File: config.mk
export PLATFORM = sky130hd
export DESIGN_NAME = signed_int_to_decimal_ascii_flat
export DESIGN_NICKNAME = d
export VERILOG_FILES = /design/src/sitoa_pkg.sv /design/src/sitoa_value_if.sv /design/src/sitoa_char_if.sv /design/src/sitoa_datapath.sv /design/src/sitoa_ctrl.sv /design/src/signed_int_to_decimal_ascii.sv /design/src/flat_wrapper.sv
export SDC_FILE = /design/constraint.sdc
export NUM_CORES = 1
export LEC_CHECK = 0
export BUFFER_PORTS_ARGS = -buffer_cell sky130_fd_sc_hd__buf_2
export CAP_MARGIN = 30
export CORE_ASPECT_RATIO = 0.8
export CORE_UTILIZATION = 61
export DETAILED_ROUTE_END_ITERATION = 7
export GPL_TIMING_DRIVEN = 0
export PLACE_DENSITY = 0.77
export SYNTH_ARGS = -nofsm -noshare
export SYNTH_HDL_FRONTEND = slang
export SYNTH_SLANG_ARGS = --single-unit
File: constraint.sdc
create_clock -name clk -period 3 [get_ports clk]
set_clock_uncertainty 0.15 [all_clocks]
set_input_delay 0.6 -clock clk [delete_from_list [all_inputs] [get_ports clk]]
set_output_delay 0.6 -clock clk [all_outputs]
set_load 0.1 [all_outputs]
File: src/sitoa_pkg.sv
// Package for the signed integer to decimal ASCII converter.
// Holds widths, character codes, FSM state type and controller/datapath buses.
// No dependencies.
package sitoa_pkg;

    localparam int VALUE_W    = 32;
    localparam int CHAR_W     = 6;
    localparam int NUM_DIGITS = 10;             // 2^32 fits in ten decimal digits
    localparam int IDX_W      = 4;              // indexes digits 0..9
    localparam int CNT_W      = 5;              // counts the 32 shift steps

    localparam logic [CHAR_W-1:0] CHR_MINUS = 6'd45;
    localparam logic [CHAR_W-1:0] CHR_ZERO  = 6'd48;

    typedef enum logic [2:0] {
        ST_IDLE,
        ST_CONV,
        ST_PREP,
        ST_SIGN,
        ST_DIGIT
    } fsm_state_t;

    // Controller to datapath
    typedef struct packed {
        logic load;         // capture magnitude and sign, clear BCD
        logic shift;        // one shift-add-3 step
        logic prep;         // latch index of the leading digit
        logic dec;          // step to the next lower digit
        logic emit_sign;    // output shows the minus sign
        logic emit_digit;   // output shows the current digit
    } dp_cmd_t;

    // Datapath to controller
    typedef struct packed {
        logic conv_last;    // current shift step is the final one
        logic idx_zero;     // current digit is the least significant
        logic negative;     // value was negative
    } dp_status_t;

endpackage

File: src/sitoa_value_if.sv
// Input channel: one signed 32-bit value per transfer.
// Depends on sitoa_pkg.
interface sitoa_value_if
    import sitoa_pkg::*;
();
    logic                      valid;
    logic                      ready;
    logic signed [VALUE_W-1:0] value;

    modport source (output valid, output value, input ready);
    modport sink   (input valid, input value, output ready);
endinterface

File: src/sitoa_char_if.sv
// Output channel: one ASCII character per transfer, with a last flag.
// Depends on sitoa_pkg.
interface sitoa_char_if
    import sitoa_pkg::*;
();
    logic              valid;
    logic              ready;
    logic [CHAR_W-1:0] char_code;
    logic              last;

    modport source (output valid, output char_code, output last, input ready);
    modport sink   (input valid, input char_code, input last, output ready);
endinterface

File: src/sitoa_datapath.sv
// Datapath: magnitude shift register, BCD shift-add-3 converter, digit index.
// Depends on sitoa_pkg.
module sitoa_datapath
    import sitoa_pkg::*;
(
    input  logic                      clk,
    input  logic                      rst_n,
    input  logic signed [VALUE_W-1:0] value,
    input  dp_cmd_t                   cmd,
    output dp_status_t                status,
    output logic [CHAR_W-1:0]         char_code,
    output logic                      last
);

    logic [VALUE_W-1:0]                mag_reg, mag_next;
    logic                              neg_reg, neg_next;
    logic [NUM_DIGITS-1:0][3:0]        bcd_reg, bcd_next;
    logic [CNT_W-1:0]                  cnt_reg, cnt_next;
    logic [IDX_W-1:0]                  idx_reg, idx_next;
    logic [NUM_DIGITS-1:0][3:0]        bcd_adj;
    logic [NUM_DIGITS*4-1:0]           bcd_adj_flat;
    logic [IDX_W-1:0]                  msd_idx;
    logic [VALUE_W-1:0]                raw;
    logic [3:0]                        cur_digit;

    assign raw = $unsigned(value);

    // Add 3 to every digit of 5 or more before the shift
    always_comb
    begin
        for (int i = 0; i < NUM_DIGITS; i++)
        begin
            bcd_adj[i] = (bcd_reg[i] >= 4'd5) ? bcd_reg[i] + 4'd3 : bcd_reg[i];
        end
    end

    assign bcd_adj_flat = bcd_adj;

    // Highest nonzero digit; zero keeps index 0
    always_comb
    begin
        msd_idx = '0;
        for (int i = 0; i < NUM_DIGITS; i++)
        begin
            if (bcd_reg[i] != 4'd0)
            begin
                msd_idx = IDX_W'(i);
            end
        end
    end

    // Next-state logic of the datapath registers
    always_comb
    begin
        mag_next = mag_reg;
        neg_next = neg_reg;
        bcd_next = bcd_reg;
        cnt_next = cnt_reg;
        idx_next = idx_reg;
        if (cmd.load)
        begin
            neg_next = raw[VALUE_W-1];
            mag_next = raw[VALUE_W-1] ? (~raw + VALUE_W'(1)) : raw;
            bcd_next = '0;
            cnt_next = '0;
        end
        else if (cmd.shift)
        begin
            bcd_next = {bcd_adj_flat[NUM_DIGITS*4-2:0], mag_reg[VALUE_W-1]};
            mag_next = {mag_reg[VALUE_W-2:0], 1'b0};
            cnt_next = cnt_reg + CNT_W'(1);
        end
        if (cmd.prep)
        begin
            idx_next = msd_idx;
        end
        else if (cmd.dec)
        begin
            idx_next = idx_reg - IDX_W'(1);
        end
    end

    // Payload registers
    always_ff @(posedge clk)
    begin
        mag_reg <= mag_next;
        neg_reg <= neg_next;
        bcd_reg <= bcd_next;
    end

    // Counters
    always_ff @(posedge clk or negedge rst_n)
    begin
        if (!rst_n)
        begin
            cnt_reg <= '0;
            idx_reg <= '0;
        end
        else
        begin
            cnt_reg <= cnt_next;
            idx_reg <= idx_next;
        end
    end

    // Status and output payload
    assign cur_digit        = bcd_reg[idx_reg];
    assign status.conv_last = (cnt_reg == {CNT_W{1'b1}});
    assign status.idx_zero  = (idx_reg == '0);
    assign status.negative  = neg_reg;
    assign char_code        = cmd.emit_sign ? CHR_MINUS : CHR_ZERO + CHAR_W'(cur_digit);
    assign last             = cmd.emit_digit && (idx_reg == '0);

    // Every digit shown is a valid decimal digit
    a_digit_bcd: assert property (@(posedge clk) disable iff (!rst_n)
        cmd.emit_digit |-> (cur_digit <= 4'd9))
        else $error("emitted digit is not decimal");

endmodule

File: src/sitoa_ctrl.sv
// Controller FSM: sequences load, 32 conversion steps, leading-digit search, sign and digit output.
// Depends on sitoa_pkg.
module sitoa_ctrl
    import sitoa_pkg::*;
(
    input  logic       clk,
    input  logic       rst_n,
    input  logic       in_valid,
    output logic       in_ready,
    output logic       out_valid,
    input  logic       out_ready,
    input  dp_status_t status,
    output dp_cmd_t    cmd
);

    fsm_state_t state_reg, state_next;

    // State register
    always_ff @(posedge clk or negedge rst_n)
    begin
        if (!rst_n)
        begin
            state_reg <= ST_IDLE;
        end
        else
        begin
            state_reg <= state_next;
        end
    end

    // Next state and commands
    always_comb
    begin
        state_next = state_reg;
        cmd        = '0;
        in_ready   = 1'b0;
        out_valid  = 1'b0;
        unique case (state_reg)
            ST_IDLE:
            begin
                in_ready = 1'b1;
                if (in_valid)
                begin
                    cmd.load   = 1'b1;
                    state_next = ST_CONV;
                end
            end
            ST_CONV:
            begin
                cmd.shift = 1'b1;
                if (status.conv_last)
                begin
                    state_next = ST_PREP;
                end
            end
            ST_PREP:
            begin
                cmd.prep   = 1'b1;
                state_next = status.negative ? ST_SIGN : ST_DIGIT;
            end
            ST_SIGN:
            begin
                cmd.emit_sign = 1'b1;
                out_valid     = 1'b1;
                if (out_ready)
                begin
                    state_next = ST_DIGIT;
                end
            end
            ST_DIGIT:
            begin
                cmd.emit_digit = 1'b1;
                out_valid      = 1'b1;
                if (out_ready)
                begin
                    if (status.idx_zero)
                    begin
                        state_next = ST_IDLE;
                    end
                    else
                    begin
                        cmd.dec = 1'b1;
                    end
                end
            end
            default:
            begin
                state_next = ST_IDLE;
            end
        endcase
    end

    // An accepted value always starts a conversion
    a_load_conv: assert property (@(posedge clk) disable iff (!rst_n)
        (in_valid && in_ready) |=> (state_reg == ST_CONV))
        else $error("transfer in did not start conversion");

    // Final digit transfer returns to idle
    a_last_idle: assert property (@(posedge clk) disable iff (!rst_n)
        (cmd.emit_digit && status.idx_zero && out_ready) |=> (state_reg == ST_IDLE))
        else $error("last character did not end the item");

    // Input and output never open together
    a_excl: assert property (@(posedge clk) disable iff (!rst_n)
        !(in_ready && out_valid))
        else $error("input ready while output valid");

    // Sign shows only for negative values
    a_sign_neg: assert property (@(posedge clk) disable iff (!rst_n)
        cmd.emit_sign |-> status.negative)
        else $error("minus sign for a non-negative value");

endmodule

File: src/signed_int_to_decimal_ascii.sv
// Top level of the signed 32-bit integer to decimal ASCII converter.
// Depends on sitoa_pkg, sitoa_value_if, sitoa_char_if, sitoa_ctrl, sitoa_datapath.
//
//  Channel | Dir | Payload                         | Per transfer
//  --------+-----+---------------------------------+------------------------
//  num     | in  | value[31:0] signed              | one integer
//  text    | out | char_code[5:0], last            | one character, MSB first
//
// An item of N = 1..11 characters runs through an accept, 32 shift-add-3 steps of
// the binary-to-BCD loop (one input bit per cycle), a step to locate the leading
// digit, then one character per cycle while text does not stall.
// The next value is accepted in the cycle after the last character transfer.
// A stall on text holds the current character; nothing else moves.
// Reset (rst_n low, asynchronous) returns the controller to idle.
module signed_int_to_decimal_ascii
    import sitoa_pkg::*;
(
    input  logic         clk,
    input  logic         rst_n,
    sitoa_value_if.sink  num,
    sitoa_char_if.source text
);

    dp_cmd_t    cmd;
    dp_status_t status;

    sitoa_ctrl u_ctrl (
        .clk       (clk),
        .rst_n     (rst_n),
        .in_valid  (num.valid),
        .in_ready  (num.ready),
        .out_valid (text.valid),
        .out_ready (text.ready),
        .status    (status),
        .cmd       (cmd)
    );

    sitoa_datapath u_dp (
        .clk       (clk),
        .rst_n     (rst_n),
        .value     (num.value),
        .cmd       (cmd),
        .status    (status),
        .char_code (text.char_code),
        .last      (text.last)
    );

endmodule

File: src/flat_wrapper.sv
// flat-port wrapper written by rule: the top's interface ports become plain ports
module signed_int_to_decimal_ascii_flat import sitoa_pkg::*;
  (clk, rst_n, num_valid, num_value, num_ready, text_valid, text_char_code, text_last, text_ready);
  sitoa_value_if num_i ();
  sitoa_char_if text_i ();
  input  logic clk;
  input  logic rst_n;
  input wire logic [$bits(num_i.valid)-1:0] num_valid;
  input wire logic [$bits(num_i.value)-1:0] num_value;
  output wire logic [$bits(num_i.ready)-1:0] num_ready;
  output wire logic [$bits(text_i.valid)-1:0] text_valid;
  output wire logic [$bits(text_i.char_code)-1:0] text_char_code;
  output wire logic [$bits(text_i.last)-1:0] text_last;
  input wire logic [$bits(text_i.ready)-1:0] text_ready;
  assign num_i.valid = num_valid;
  assign num_i.value = num_value;
  assign num_ready = num_i.ready;
  assign text_valid = text_i.valid;
  assign text_char_code = text_i.char_code;
  assign text_last = text_i.last;
  assign text_i.ready = text_ready;
  signed_int_to_decimal_ascii u_core (.clk(clk), .rst_n(rst_n), .num(num_i), .text(text_i));
endmodule
==> impl_metrics.csv, run 1 <==
group,metric,value,unit
status,outcome,"completed",
final_layout,post-route-util,70.4,%
final_layout,nNetsFinal,714,
timing,hold_viol_final,0,
synthesis,synth_top_area_cell,"edfxtp_1",
final_layout,drive_gt1_share,15.2,%
floorplanning,core,8480,µm²
cts,cts_buffer_depth,2,
floorplanning,die_height,85.7,µm
cts,tritoncts,"yes",
timing,setup_slack,0.0447,ns
global_routing,gr-usage-all-layers,31.0,%
drt,wl_per_cell,18.1,µm
timing,final_max_slew_viol_count,0,
global_routing,gr-max-usage-layer,"met2",
place,gp_congestion,0.909,
final_layout,fin_cells,771,
timing,rsz0062_at_grt,"false",
timing,max_freq,0.338,GHz
synthesis,syn_inst,599,
place,hpwl,9990,µm
drt,vias_per_cell,6.19,
setup_path,worstSetupStartpointType,"flip-flop",
floorplanning,boundaryPins,45,
timing,finalSetupTns,0,ns
setup_path,worst_setup_path_end_kind,"primary output",
drt,drtIter0Drc,512,
hold_path,hold_path_class,"flip-flop to flip-flop",
final_layout,final_cell_mix,"nand2_1 (70), o21ai_0 (67), a21oi_1 (55)",
timing,maxSlewHeadroom,50.3,%
floorplanning,initial_core_util,63.0,%
global_routing,grt_max_degree,34,
global_routing,antenna_found_initial,0,
synthesis,synth_area,5340,µm²
floorplanning,rows,30,
setup_path,crit_fanout,10,
synthesis,synth_top_area_share,18.5,%
power_and_ir_drop,vdd_drop_max,0.464,mV
synthesis,seq_area_frac_synth,39.2,%
setup_path,rr_worst_depth,7,
drt,remaining_drc_errors,0,
setup_path,cp.required,2.25,ns
global_routing,grt_use_met1,46.0,%
timing,period_share,98.5,%
global_routing,first_global_vias,4435,
drt,dr.pass1.iters,7,
final_layout,area_delta_synth_final,11.8,%
synthesis,avgSynthCellArea,8.92,µm²
synthesis,synth_area_leaders,"edfxtp_1 (19%), dfxtp_1 (15%), o21ai_0 (6.3%), dfrtp_1 (5.6%), ha_1 (5.6%)",
hold_path,min_path_cells,2,
flow_run,cap_viol_max_count,0,
power_and_ir_drop,power_density,992,nW/µm²
timing,setup_violations,0,
cts,cts_made_buffers,9,
global_routing,grt-ovfl-total,0,
synthesis,ys_async_sr_fraction,14.1,%
timing,worst-slew-pin-transition,0.735,ns
cts,clk_pin_slew,0.09,ns
cts,clock_sinks,85,
setup_path,cp.arrival,2.21,ns
timing,fin_crit,2.96,ns
synthesis,synth-seq-cells,85,
floorplanning,die-area,9140,µm²
synthesis,synth_edf_count,33,
setup_path,criticalPathCategory,"flip-flop to primary output",
final_layout,largest_reg_flops,40,
final_layout,insertedDiodeCount,0,
global_routing,met3_usage,7.98,%
cts,cts-root-buf,"clkbuf_8",
synthesis,ys_warn_count,0,
global_routing,met2_usage,46.2,%
drt,via_count,4769,
power_and_ir_drop,p_leak,2.35,nW
global_routing,grt_pass1_wl,22200,µm
cts,h-tree-depth,3,
place,dp_cells,755,
place,place_ws,0.0320,ns
floorplanning,die_x,107,µm
final_layout,mostFrequentLayoutCell,"nand2_1",
synthesis,syn-num-nets,659,
place,numPortBuffers,43,
cts,clk_latency,0.36,ns
synthesis,ys.flop_type,"dfxtp_1",
drt,wirelength,14000,µm
synthesis,synth_cell_types,56,
drt,ant_nets,0,
## cell families after synthesis
logic type / Yosys count / share of synthesized area [%]
AND/OR/NAND/NOR: 199 / 19.7
AO/OA/AOI/OAI: 169 / 18.5
buffers and inverters: 59 / 4.38
other: 1 / 0.0702
adder cells (fa/ha/maj): 24 / 5.62
flip-flops: 85 / 39.2
XOR/XNOR: 42 / 6.89
multiplexers: 20 / 5.69
## layer usage
layer / wire (µm) / vias up / part of all wire (%)
met4: 76 / 0 / 0.54
met1: 6440 / 2285 / 46
li1: - / 2263 / -
met2: 6140 / 211 / 44
met3: 1310 / 10 / 9.4
met5: 0 / - / 0
## power by group
group          internal, mW  switching, mW  leakage [nW]
Clock                 0.446          0.425         0.113
Combinational          1.05           1.80          1.42
Sequential             1.80          0.402         0.810
## through the flow
step                      total power [mW]  cell area (µm²)  hold WS (ns)
after floorplan                       4.17             5350         0.154
after global placement                4.80             5710         0.284
after detailed placement              4.97             5730         0.298
after CTS                             5.85             5960         0.328
after global routing                  6.28             5970         0.351
final                                 5.92             5970         0.321
## final timing paths
check / from / endpoint / slack [ns]
worst max-delay path: u_core.u_dp.idx_reg[1]$_DFFE_PN0P_ / text_char_code[0] / 0.04
worst min-delay path: u_core.u_dp.mag_reg[31]$_DFFE_PP_ / u_core.u_dp.bcd_reg[0]$_SDFFE_PP0P_ / 0.32
worst max register to register: u_core.u_dp.bcd_reg[16]$_SDFFE_PP0P_ / u_core.u_dp.idx_reg[1]$_DFFE_PN0P_ / 0.12
worst min register to register: u_core.u_dp.mag_reg[31]$_DFFE_PP_ / u_core.u_dp.bcd_reg[0]$_SDFFE_PP0P_ / 0.32
max in group asynchronous: rst_n / u_core.u_dp.idx_reg[0]$_DFFE_PN0P_ / 1.97
min in group asynchronous: rst_n / u_core.u_dp.idx_reg[1]$_DFFE_PN0P_ / 0.49
## critical path: stages (launching register included)
cell and delay [ns]:
dfrtp_2 0.42, buf_4 0.23, mux4_2 0.52, mux2i_1 0.20
o221ai_1 0.19, buf_4 0.28
## synth_stat cells, types with 7 or more instances
master	number
nor3b_1	14
xor2_1	29
xnor2_1	13
o22ai_1	12
dfxtp_1	40
inv_1	29
nand3_1	12
nor2_1	41
ha_1	24
mux4_2	8
dfrtp_1	12
o21ai_0	67
a21oi_1	55
nand2b_1	13
o31ai_1	7
mux2i_1	9
nand2_1	70
edfxtp_1	33
clkbuf_1	16
buf_2	7
o41ai_1	9
## timing repair
item,4_1_cts,5_1_grt
gates resized for setup,5,8
cloned,0,0
hold buffers,1,0
endpoints found under the hold margin,12,0
buffers inserted,0,0
setup endpoints to repair,5,5
## final cells by class
type	count	area [µm²]
buffer	28	125
clock buffer	14	205
clock inverter	2	10.0
fill	689	2510
inverter	30	113
multi-input combinational	455	3020
sequential	85	2090
tap	112	140
timing repair buffer	45	259
(Power assumes the default switching activity.)
==> run 2, diff against run 1 <==
--- a/config.mk
+++ b/config.mk
@@ -8,10 +8,12 @@
 export BUFFER_PORTS_ARGS = -buffer_cell sky130_fd_sc_hd__buf_2
 export CAP_MARGIN = 30
 export CORE_ASPECT_RATIO = 0.8
-export CORE_UTILIZATION = 61
+export CORE_UTILIZATION = 56
+export CTS_BUF_LIST = sky130_fd_sc_hd__clkbuf_8
 export DETAILED_ROUTE_END_ITERATION = 7
 export GPL_TIMING_DRIVEN = 0
-export PLACE_DENSITY = 0.77
+export PLACE_DENSITY = 0.74
+export SKIP_LAST_GASP = 1
 export SYNTH_ARGS = -nofsm -noshare
 export SYNTH_HDL_FRONTEND = slang
 export SYNTH_SLANG_ARGS = --single-unit
==> constraint.sdc (replaced) <==
create_clock -name clk -period 2.7 [get_ports clk]
set_clock_uncertainty 0.15 [all_clocks]
set_input_delay 0.54 -clock clk [delete_from_list [all_inputs] [get_ports clk]]
set_output_delay 0.54 -clock clk [all_outputs]
set_load 0.1 [all_outputs]
==> run 2 against run 1 <==
  * Critical path depth unchanged
  * Largest power group unchanged
  * Count of clock-buffer cells in the layout shrank 5
  * Clock power rose by 1%
  * Setup slack got worse by 0.052 ns
  * Critical path type unchanged
  * Critical endpoint is now text_char_code[3]
  * Utilization is 3.3 points lower
  * The run now ends with design-rule violations, negative setup slack left
==> impl_metrics.csv, run 2 (same netlist as run 1, synthesis figures left out) <==
group,metric,value,unit
status,outcome,"complete, but fails checks",
status,violations,"design-rule violations, negative setup slack",
drt,vias_per_cell,6.05,
place,place_ws,-0.188,ns
global_routing,grt_max_degree,36,
cts,h-tree-depth,3,
timing,setup_violations,1,
timing,setup_slack,-0.00699,ns
setup_path,worst_setup_path_end_kind,"primary output",
floorplanning,rows,31,
power_and_ir_drop,power_density,1090,nW/µm²
global_routing,first_global_vias,4162,
timing,final_max_slew_viol_count,0,
final_layout,drive_gt1_share,17.6,%
timing,worst-slew-pin-transition,0.721,ns
floorplanning,die_x,111,µm
floorplanning,initial_core_util,58.4,%
drt,dr.pass1.iters,7,
cts,cts_made_buffers,9,
setup_path,crit_path_max_incr_delay,0.53,ns
power_and_ir_drop,p_sw,2.96,mW
setup_path,crit_buf_inv,2,
final_layout,final_cell_mix,"nand2_1 (69), o21ai_0 (67), a21oi_1 (55)",
final_layout,largest_reg_flops,40,
place,numPortBuffers,43,
cts,clock_sinks,85,
timing,fin_crit,2.71,ns
floorplanning,die-area,9940,µm²
power_and_ir_drop,p_int,3.76,mW
setup_path,criticalPathCategory,"flip-flop to primary output",
global_routing,grt_pass1_wl,21200,µm
setup_path,worstSetupStartpointType,"flip-flop",
setup_path,crit_fanout,9,
drt,wirelength,13700,µm
timing,rsz0062_at_grt,"true",
final_layout,fillCellCount,756,
floorplanning,core,9150,µm²
place,gp_congestion,0.883,
cts,clk_pin_slew,0.09,ns
power_and_ir_drop,clkPwrFrac,13.1,%
final_layout,mostFrequentLayoutCell,"nand2_1",
cts,cts_buffer_depth,2,
global_routing,gr-usage-all-layers,28.0,%
setup_path,cp.required,2.01,ns
setup_path,crit_family,"multiplexers",
place,hpwl,9960,µm
final_layout,area_delta_synth_final,15.0,%
cts,cts-root-buf,"clkbuf_8",
drt,ant_nets,0,
cts,clk_latency,0.37,ns
setup_path,crit_path_top_delay_cell,"mux4_2",
setup_path,cp.arrival,2.02,ns
setup_path,crit_chain,"buf_8 -> mux4_2 -> mux2i_2 -> o221ai_2 -> buf_6",
drt,drtIter0Drc,526,
timing,maxSlewHeadroom,51.9,%
power_and_ir_drop,vdd_drop_max,0.549,mV
timing,finalSetupTns,-0.00699,ns
final_layout,nNetsFinal,720,
timing,hold_viol_final,0,
drt,remaining_drc_errors,6,
hold_path,hold_path_class,"input pin to flip-flop",
timing,max_freq,0.369,GHz
final_layout,insertedDiodeCount,0,
drt,wl_per_cell,17.5,µm
power_and_ir_drop,seqPwrFrac,36.4,%
power_and_ir_drop,p_leak,2.39,nW
global_routing,antenna_found_initial,0,
global_routing,grt-ovfl-total,0,
flow_run,cap_viol_max_count,0,
power_and_ir_drop,comb_power_share,50.4,%
power_and_ir_drop,power_switching_share,44.0,%
cts,tritoncts,"yes",
timing,period_share,100,%
floorplanning,boundaryPins,45,
drt,via_count,4718,
floorplanning,die_height,89.4,µm
run 2: path summary, 6_finish.rpt:
| check | startpoint | end | slack [ns] | cells after the start |
|---|---|---|---|---|
| worst max-delay path | u_core.u_dp.idx_reg[1]$_DFFE_PN0P_ | text_char_code[3] | -0.007 | 5 |
| worst min-delay path | num_value[31] | u_core.u_dp.neg_reg$_DFFE_PP_ | 0.32 | 1 |
| worst max register to register | u_core.u_dp.bcd_reg[16]$_SDFFE_PP0P_ | u_core.u_dp.idx_reg[1]$_DFFE_PN0P_ | 0.10 | 7 |
| worst min register to register | u_core.u_dp.mag_reg[31]$_DFFE_PP_ | u_core.u_dp.bcd_reg[0]$_SDFFE_PP0P_ | 0.35 | 2 |
| max in group asynchronous | rst_n | u_core.u_dp.idx_reg[0]$_DFFE_PN0P_ | 1.74 | 2 |
| min in group asynchronous | rst_n | u_core.u_dp.idx_reg[3]$_DFFE_PN0P_ | 0.42 | 2 |
run 2: stage by stage:
step	cells	hold slack, ns	area [µm²]	power, mW	utilization [%]
global placement	757	0.284	5750	5.36	62.8
CTS	778	0.295	6070	6.58	66.3
finish	780	0.320	6140	6.72	67.1
detailed placement	758	0.286	5770	5.53	63.0
floorplan	599	0.0944	5390	4.65	-
global route	780	0.300	6140	7.15	67.1
run 2: power by group through the flow:
stage          clock, mW  sequential, mW  combinational (mW)
2_1_floorplan          0            2.30                2.35
3_3_place_gp           0            2.42                2.94
3_5_place_dp           0            2.43                3.10
4_1_cts            0.904            2.43                3.24
5_1_grt            0.954            2.51                3.68
6_report           0.884            2.45                3.39
run 2: what timing repair did:
action,in CTS,in global routing
buffers inserted,4,2
pin swaps,0,3
gates cloned,0,0
resized for setup,28,10
hold buffers,1,0
endpoints found under the setup margin,8,6
endpoints found under the hold margin,12,0
run 2: final cells by class:
| cell class | count | area [µm²] | area share (%) |
|---|---|---|---|
| multi-input cells | 455 | 3090 | 50.3 |
| flip-flops and latches | 85 | 2090 | 34.1 |
| repair buffers | 51 | 372 | 6.05 |
| inverters | 30 | 115 | 1.87 |
| plain buffers | 28 | 146 | 2.38 |
| well taps | 115 | 144 | 2.34 |
| clock inverters | 7 | 56.3 | 0.917 |
| clock buffers | 9 | 124 | 2.02 |
run 2: per-layer routing:
layer / vias to the layer above / share of wire (%) / routed length [µm] / global-route usage, %
met2: 178 / 44 / 6000 / 42.5
li1: 2280 / - / - / -
met1: 2238 / 46 / 6310 / 39.8
met5: - / 0 / 0 / 0
met4: 0 / 1.2 / 166 / 7.74
met3: 22 / 8.8 / 1210 / 7.32
==> run 3, diff against run 2 <==
--- a/config.mk
+++ b/config.mk
@@ -8,6 +8,7 @@
 export BUFFER_PORTS_ARGS = -buffer_cell sky130_fd_sc_hd__buf_2
 export CAP_MARGIN = 30
 export CORE_ASPECT_RATIO = 0.8
+export CORE_MARGIN = 1.5
 export CORE_UTILIZATION = 56
 export CTS_BUF_LIST = sky130_fd_sc_hd__clkbuf_8
 export DETAILED_ROUTE_END_ITERATION = 7
==> run 3 against run 2 <==
  * The run ends with negative setup slack left
  * Critical endpoint is now text_char_code[0]
  * First-iteration DRC count decreased by 19%
  * Setup slack got worse by 0.0059 ns
  * Combinational power is essentially flat
  * Register-to-register slack gained 0.03 ns
==> impl_metrics.csv, run 3 (same netlist as run 1, synthesis figures left out) <==
group,metric,value,unit
status,outcome,"complete, but fails checks",
status,violations,"negative setup slack",
power_and_ir_drop,clkPwrFrac,13.7,%
global_routing,grt_max_degree,36,
drt,remaining_drc_errors,0,
timing,rsz0062_at_grt,"true",
timing,hold_viol_final,0,
setup_path,crit_chain,"buf_8 -> mux4_2 -> mux2i_2 -> o221ai_2 -> buf_8",
final_layout,area_delta_synth_final,15.6,%
floorplanning,die_x,112,µm
power_and_ir_drop,finalPower,6.78,mW
hold_path,hold_path_class,"flip-flop to flip-flop",
drt,via_count,4794,
power_and_ir_drop,power_density,1100,nW/µm²
place,numPortBuffers,43,
setup_path,crit_path_top_delay_cell,"mux4_2",
floorplanning,die_height,90.4,µm
cts,clock_sinks,85,
drt,drtIter0Drc,426,
place,hpwl,10100,µm
setup_path,worstSetupStartpointType,"flip-flop",
final_layout,mostFrequentLayoutCell,"nand2_1",
setup_path,cp.required,2.01,ns
final_layout,fillCellCount,751,
place,gp_congestion,0.904,
global_routing,grt_pass1_wl,22600,µm
floorplanning,rows,31,
final_layout,largest_reg_flops,40,
power_and_ir_drop,power_switching_share,44.1,%
cts,tritoncts,"yes",
setup_path,crit_family,"multiplexers",
timing,max_freq,0.369,GHz
cts,cts_buffer_depth,2,
drt,wirelength,14000,µm
final_layout,nNetsFinal,724,
setup_path,cp.arrival,2.02,ns
floorplanning,core,9150,µm²
timing,maxSlewHeadroom,52.6,%
power_and_ir_drop,seqPwrFrac,36.1,%
power_and_ir_drop,p_leak,2.40,nW
floorplanning,die-area,10100,µm²
timing,setup_slack,-0.0129,ns
setup_path,crit_buf_inv,2,
final_layout,insertedDiodeCount,0,
setup_path,worst_setup_path_end_kind,"primary output",
timing,worst-slew-pin-transition,0.712,ns
cts,clk_latency,0.37,ns
setup_path,criticalPathCategory,"flip-flop to primary output",
drt,vias_per_cell,6.11,
drt,ant_nets,0,
global_routing,first_global_vias,4489,
timing,final_max_slew_viol_count,0,
floorplanning,boundaryPins,45,
flow_run,cap_viol_max_count,0,
global_routing,gr-usage-all-layers,28.4,%
power_and_ir_drop,p_sw,2.99,mW
setup_path,crit_fanout,8,
power_and_ir_drop,p_int,3.79,mW
setup_path,cp_common_cell,"buf_8",
cts,cts_made_buffers,9,
cts,clk_pin_slew,0.09,ns
timing,fin_crit,2.71,ns
hold_path,min_path_cells,2,
timing,finalSetupTns,-0.0242,ns
global_routing,grt-ovfl-total,0,
timing,setup_violations,2,
final_layout,drive_gt1_share,18.4,%
setup_path,crit_path_max_incr_delay,0.52,ns
drt,wl_per_cell,17.8,µm
timing,period_share,100,%
power_and_ir_drop,comb_power_share,50.1,%
setup_path,worst-path-stages,5,
floorplanning,initial_core_util,58.4,%
final_layout,final_cell_mix,"nand2_1 (68), o21ai_0 (67), a21oi_1 (55)",
cts,h-tree-depth,3,
power_and_ir_drop,vdd_drop_max,0.465,mV
cts,cts-root-buf,"clkbuf_8",
drt,dr.pass1.iters,7,
global_routing,antenna_found_initial,0,
setup_path,rr_worst_depth,7,
[run 3: changes by cell type in the layout (fill, tap and decap cells not counted), moves of 2 or more]
cell,delta
buf_6,-3
clkinv_1,-3
mux2i_2,-2
clkinv_2,-3
buf_4,+6
clkinvlp_4,+5
buf_8,+2
mux2i_1,+2
[run 3: layer usage]
metal	vias to the layer above	GRT usage (%)	routed length (µm)
met4	0	9.70	228
met2	198	41.5	6190
met5	-	0	0
met3	27	6.51	1150
met1	2288	41.3	6410
li1	2281	-	-
[run 3: worst reg2reg max path: cells and delay by family (launching register included)]
kind	cells	cell delay [ns]
AO/OA/AOI/OAI	3	0.70
AND/OR/NAND/NOR	2	0.93
flip-flops	1	0.39
adder cells (fa/ha/maj)	1	0.22
buffers and inverters	1	0.10
[run 3: final timing paths]
| check | end | slack [ns] | from |
|---|---|---|---|
| worst max-delay path | text_char_code[0] | -0.01 | u_core.u_dp.idx_reg[1]$_DFFE_PN0P_ |
| worst max register to register | u_core.u_dp.idx_reg[1]$_DFFE_PN0P_ | 0.13 | u_core.u_dp.bcd_reg[16]$_SDFFE_PP0P_ |
| min in group asynchronous | u_core.u_ctrl.state_reg[1]$_DFFE_PN0P_ | 0.42 | rst_n |
| max in group asynchronous | u_core.u_dp.idx_reg[0]$_DFFE_PN0P_ | 1.72 | rst_n |
| worst min register to register | u_core.u_dp.bcd_reg[0]$_SDFFE_PP0P_ | 0.32 | u_core.u_dp.mag_reg[31]$_DFFE_PP_ |
| worst min-delay path | u_core.u_dp.bcd_reg[0]$_SDFFE_PP0P_ | 0.32 | u_core.u_dp.mag_reg[31]$_DFFE_PP_ |
[run 3: cell type report]
type | count | area [µm²] | area share, %
Inverter | 30 | 115 | 1.86
Sequential cell | 85 | 2090 | 33.9
Tap cell | 115 | 144 | 2.33
Clock buffer | 9 | 124 | 2.00
Timing Repair Buffer | 55 | 393 | 6.36
Clock inverter | 7 | 76.3 | 1.24
Buffer | 28 | 146 | 2.37
Multi-Input combinational cell | 455 | 3090 | 49.9
[run 3: timing repair]
| action | CTS | global route |
|---|---|---|
| gates resized for setup | 26 | 9 |
| pin swaps | 1 | 3 |
| setup buffers | 5 | 5 |
| endpoints found under the hold margin | 12 | 0 |
| setup endpoints to repair | 7 | 9 |
| hold buffers | 1 | 0 |
[run 3: power by group through the flow]
stage | sequential [mW] | combinational (mW) | clock [mW]
6_report | 2.45 | 3.40 | 0.930
5_1_grt | 2.52 | 3.73 | 0.984
4_1_cts | 2.43 | 3.23 | 0.939
3_5_place_dp | 2.44 | 3.08 | 0
3_3_place_gp | 2.42 | 2.93 | 0
2_1_floorplan | 2.30 | 2.35 | 0
[run 3: metrics by stage]
step	utilization [%]	worst slack [ns]	cells	area [µm²]	hold slack [ns]
floorplan	-	-0.283	599	5390	0.0944
global placement	62.8	-0.145	757	5750	0.281
detailed placement	63.0	-0.192	758	5770	0.289
CTS	66.6	-0.0122	779	6100	0.318
global route	67.5	-0.0801	784	6180	0.333
finish	67.5	-0.0129	784	6180	0.321
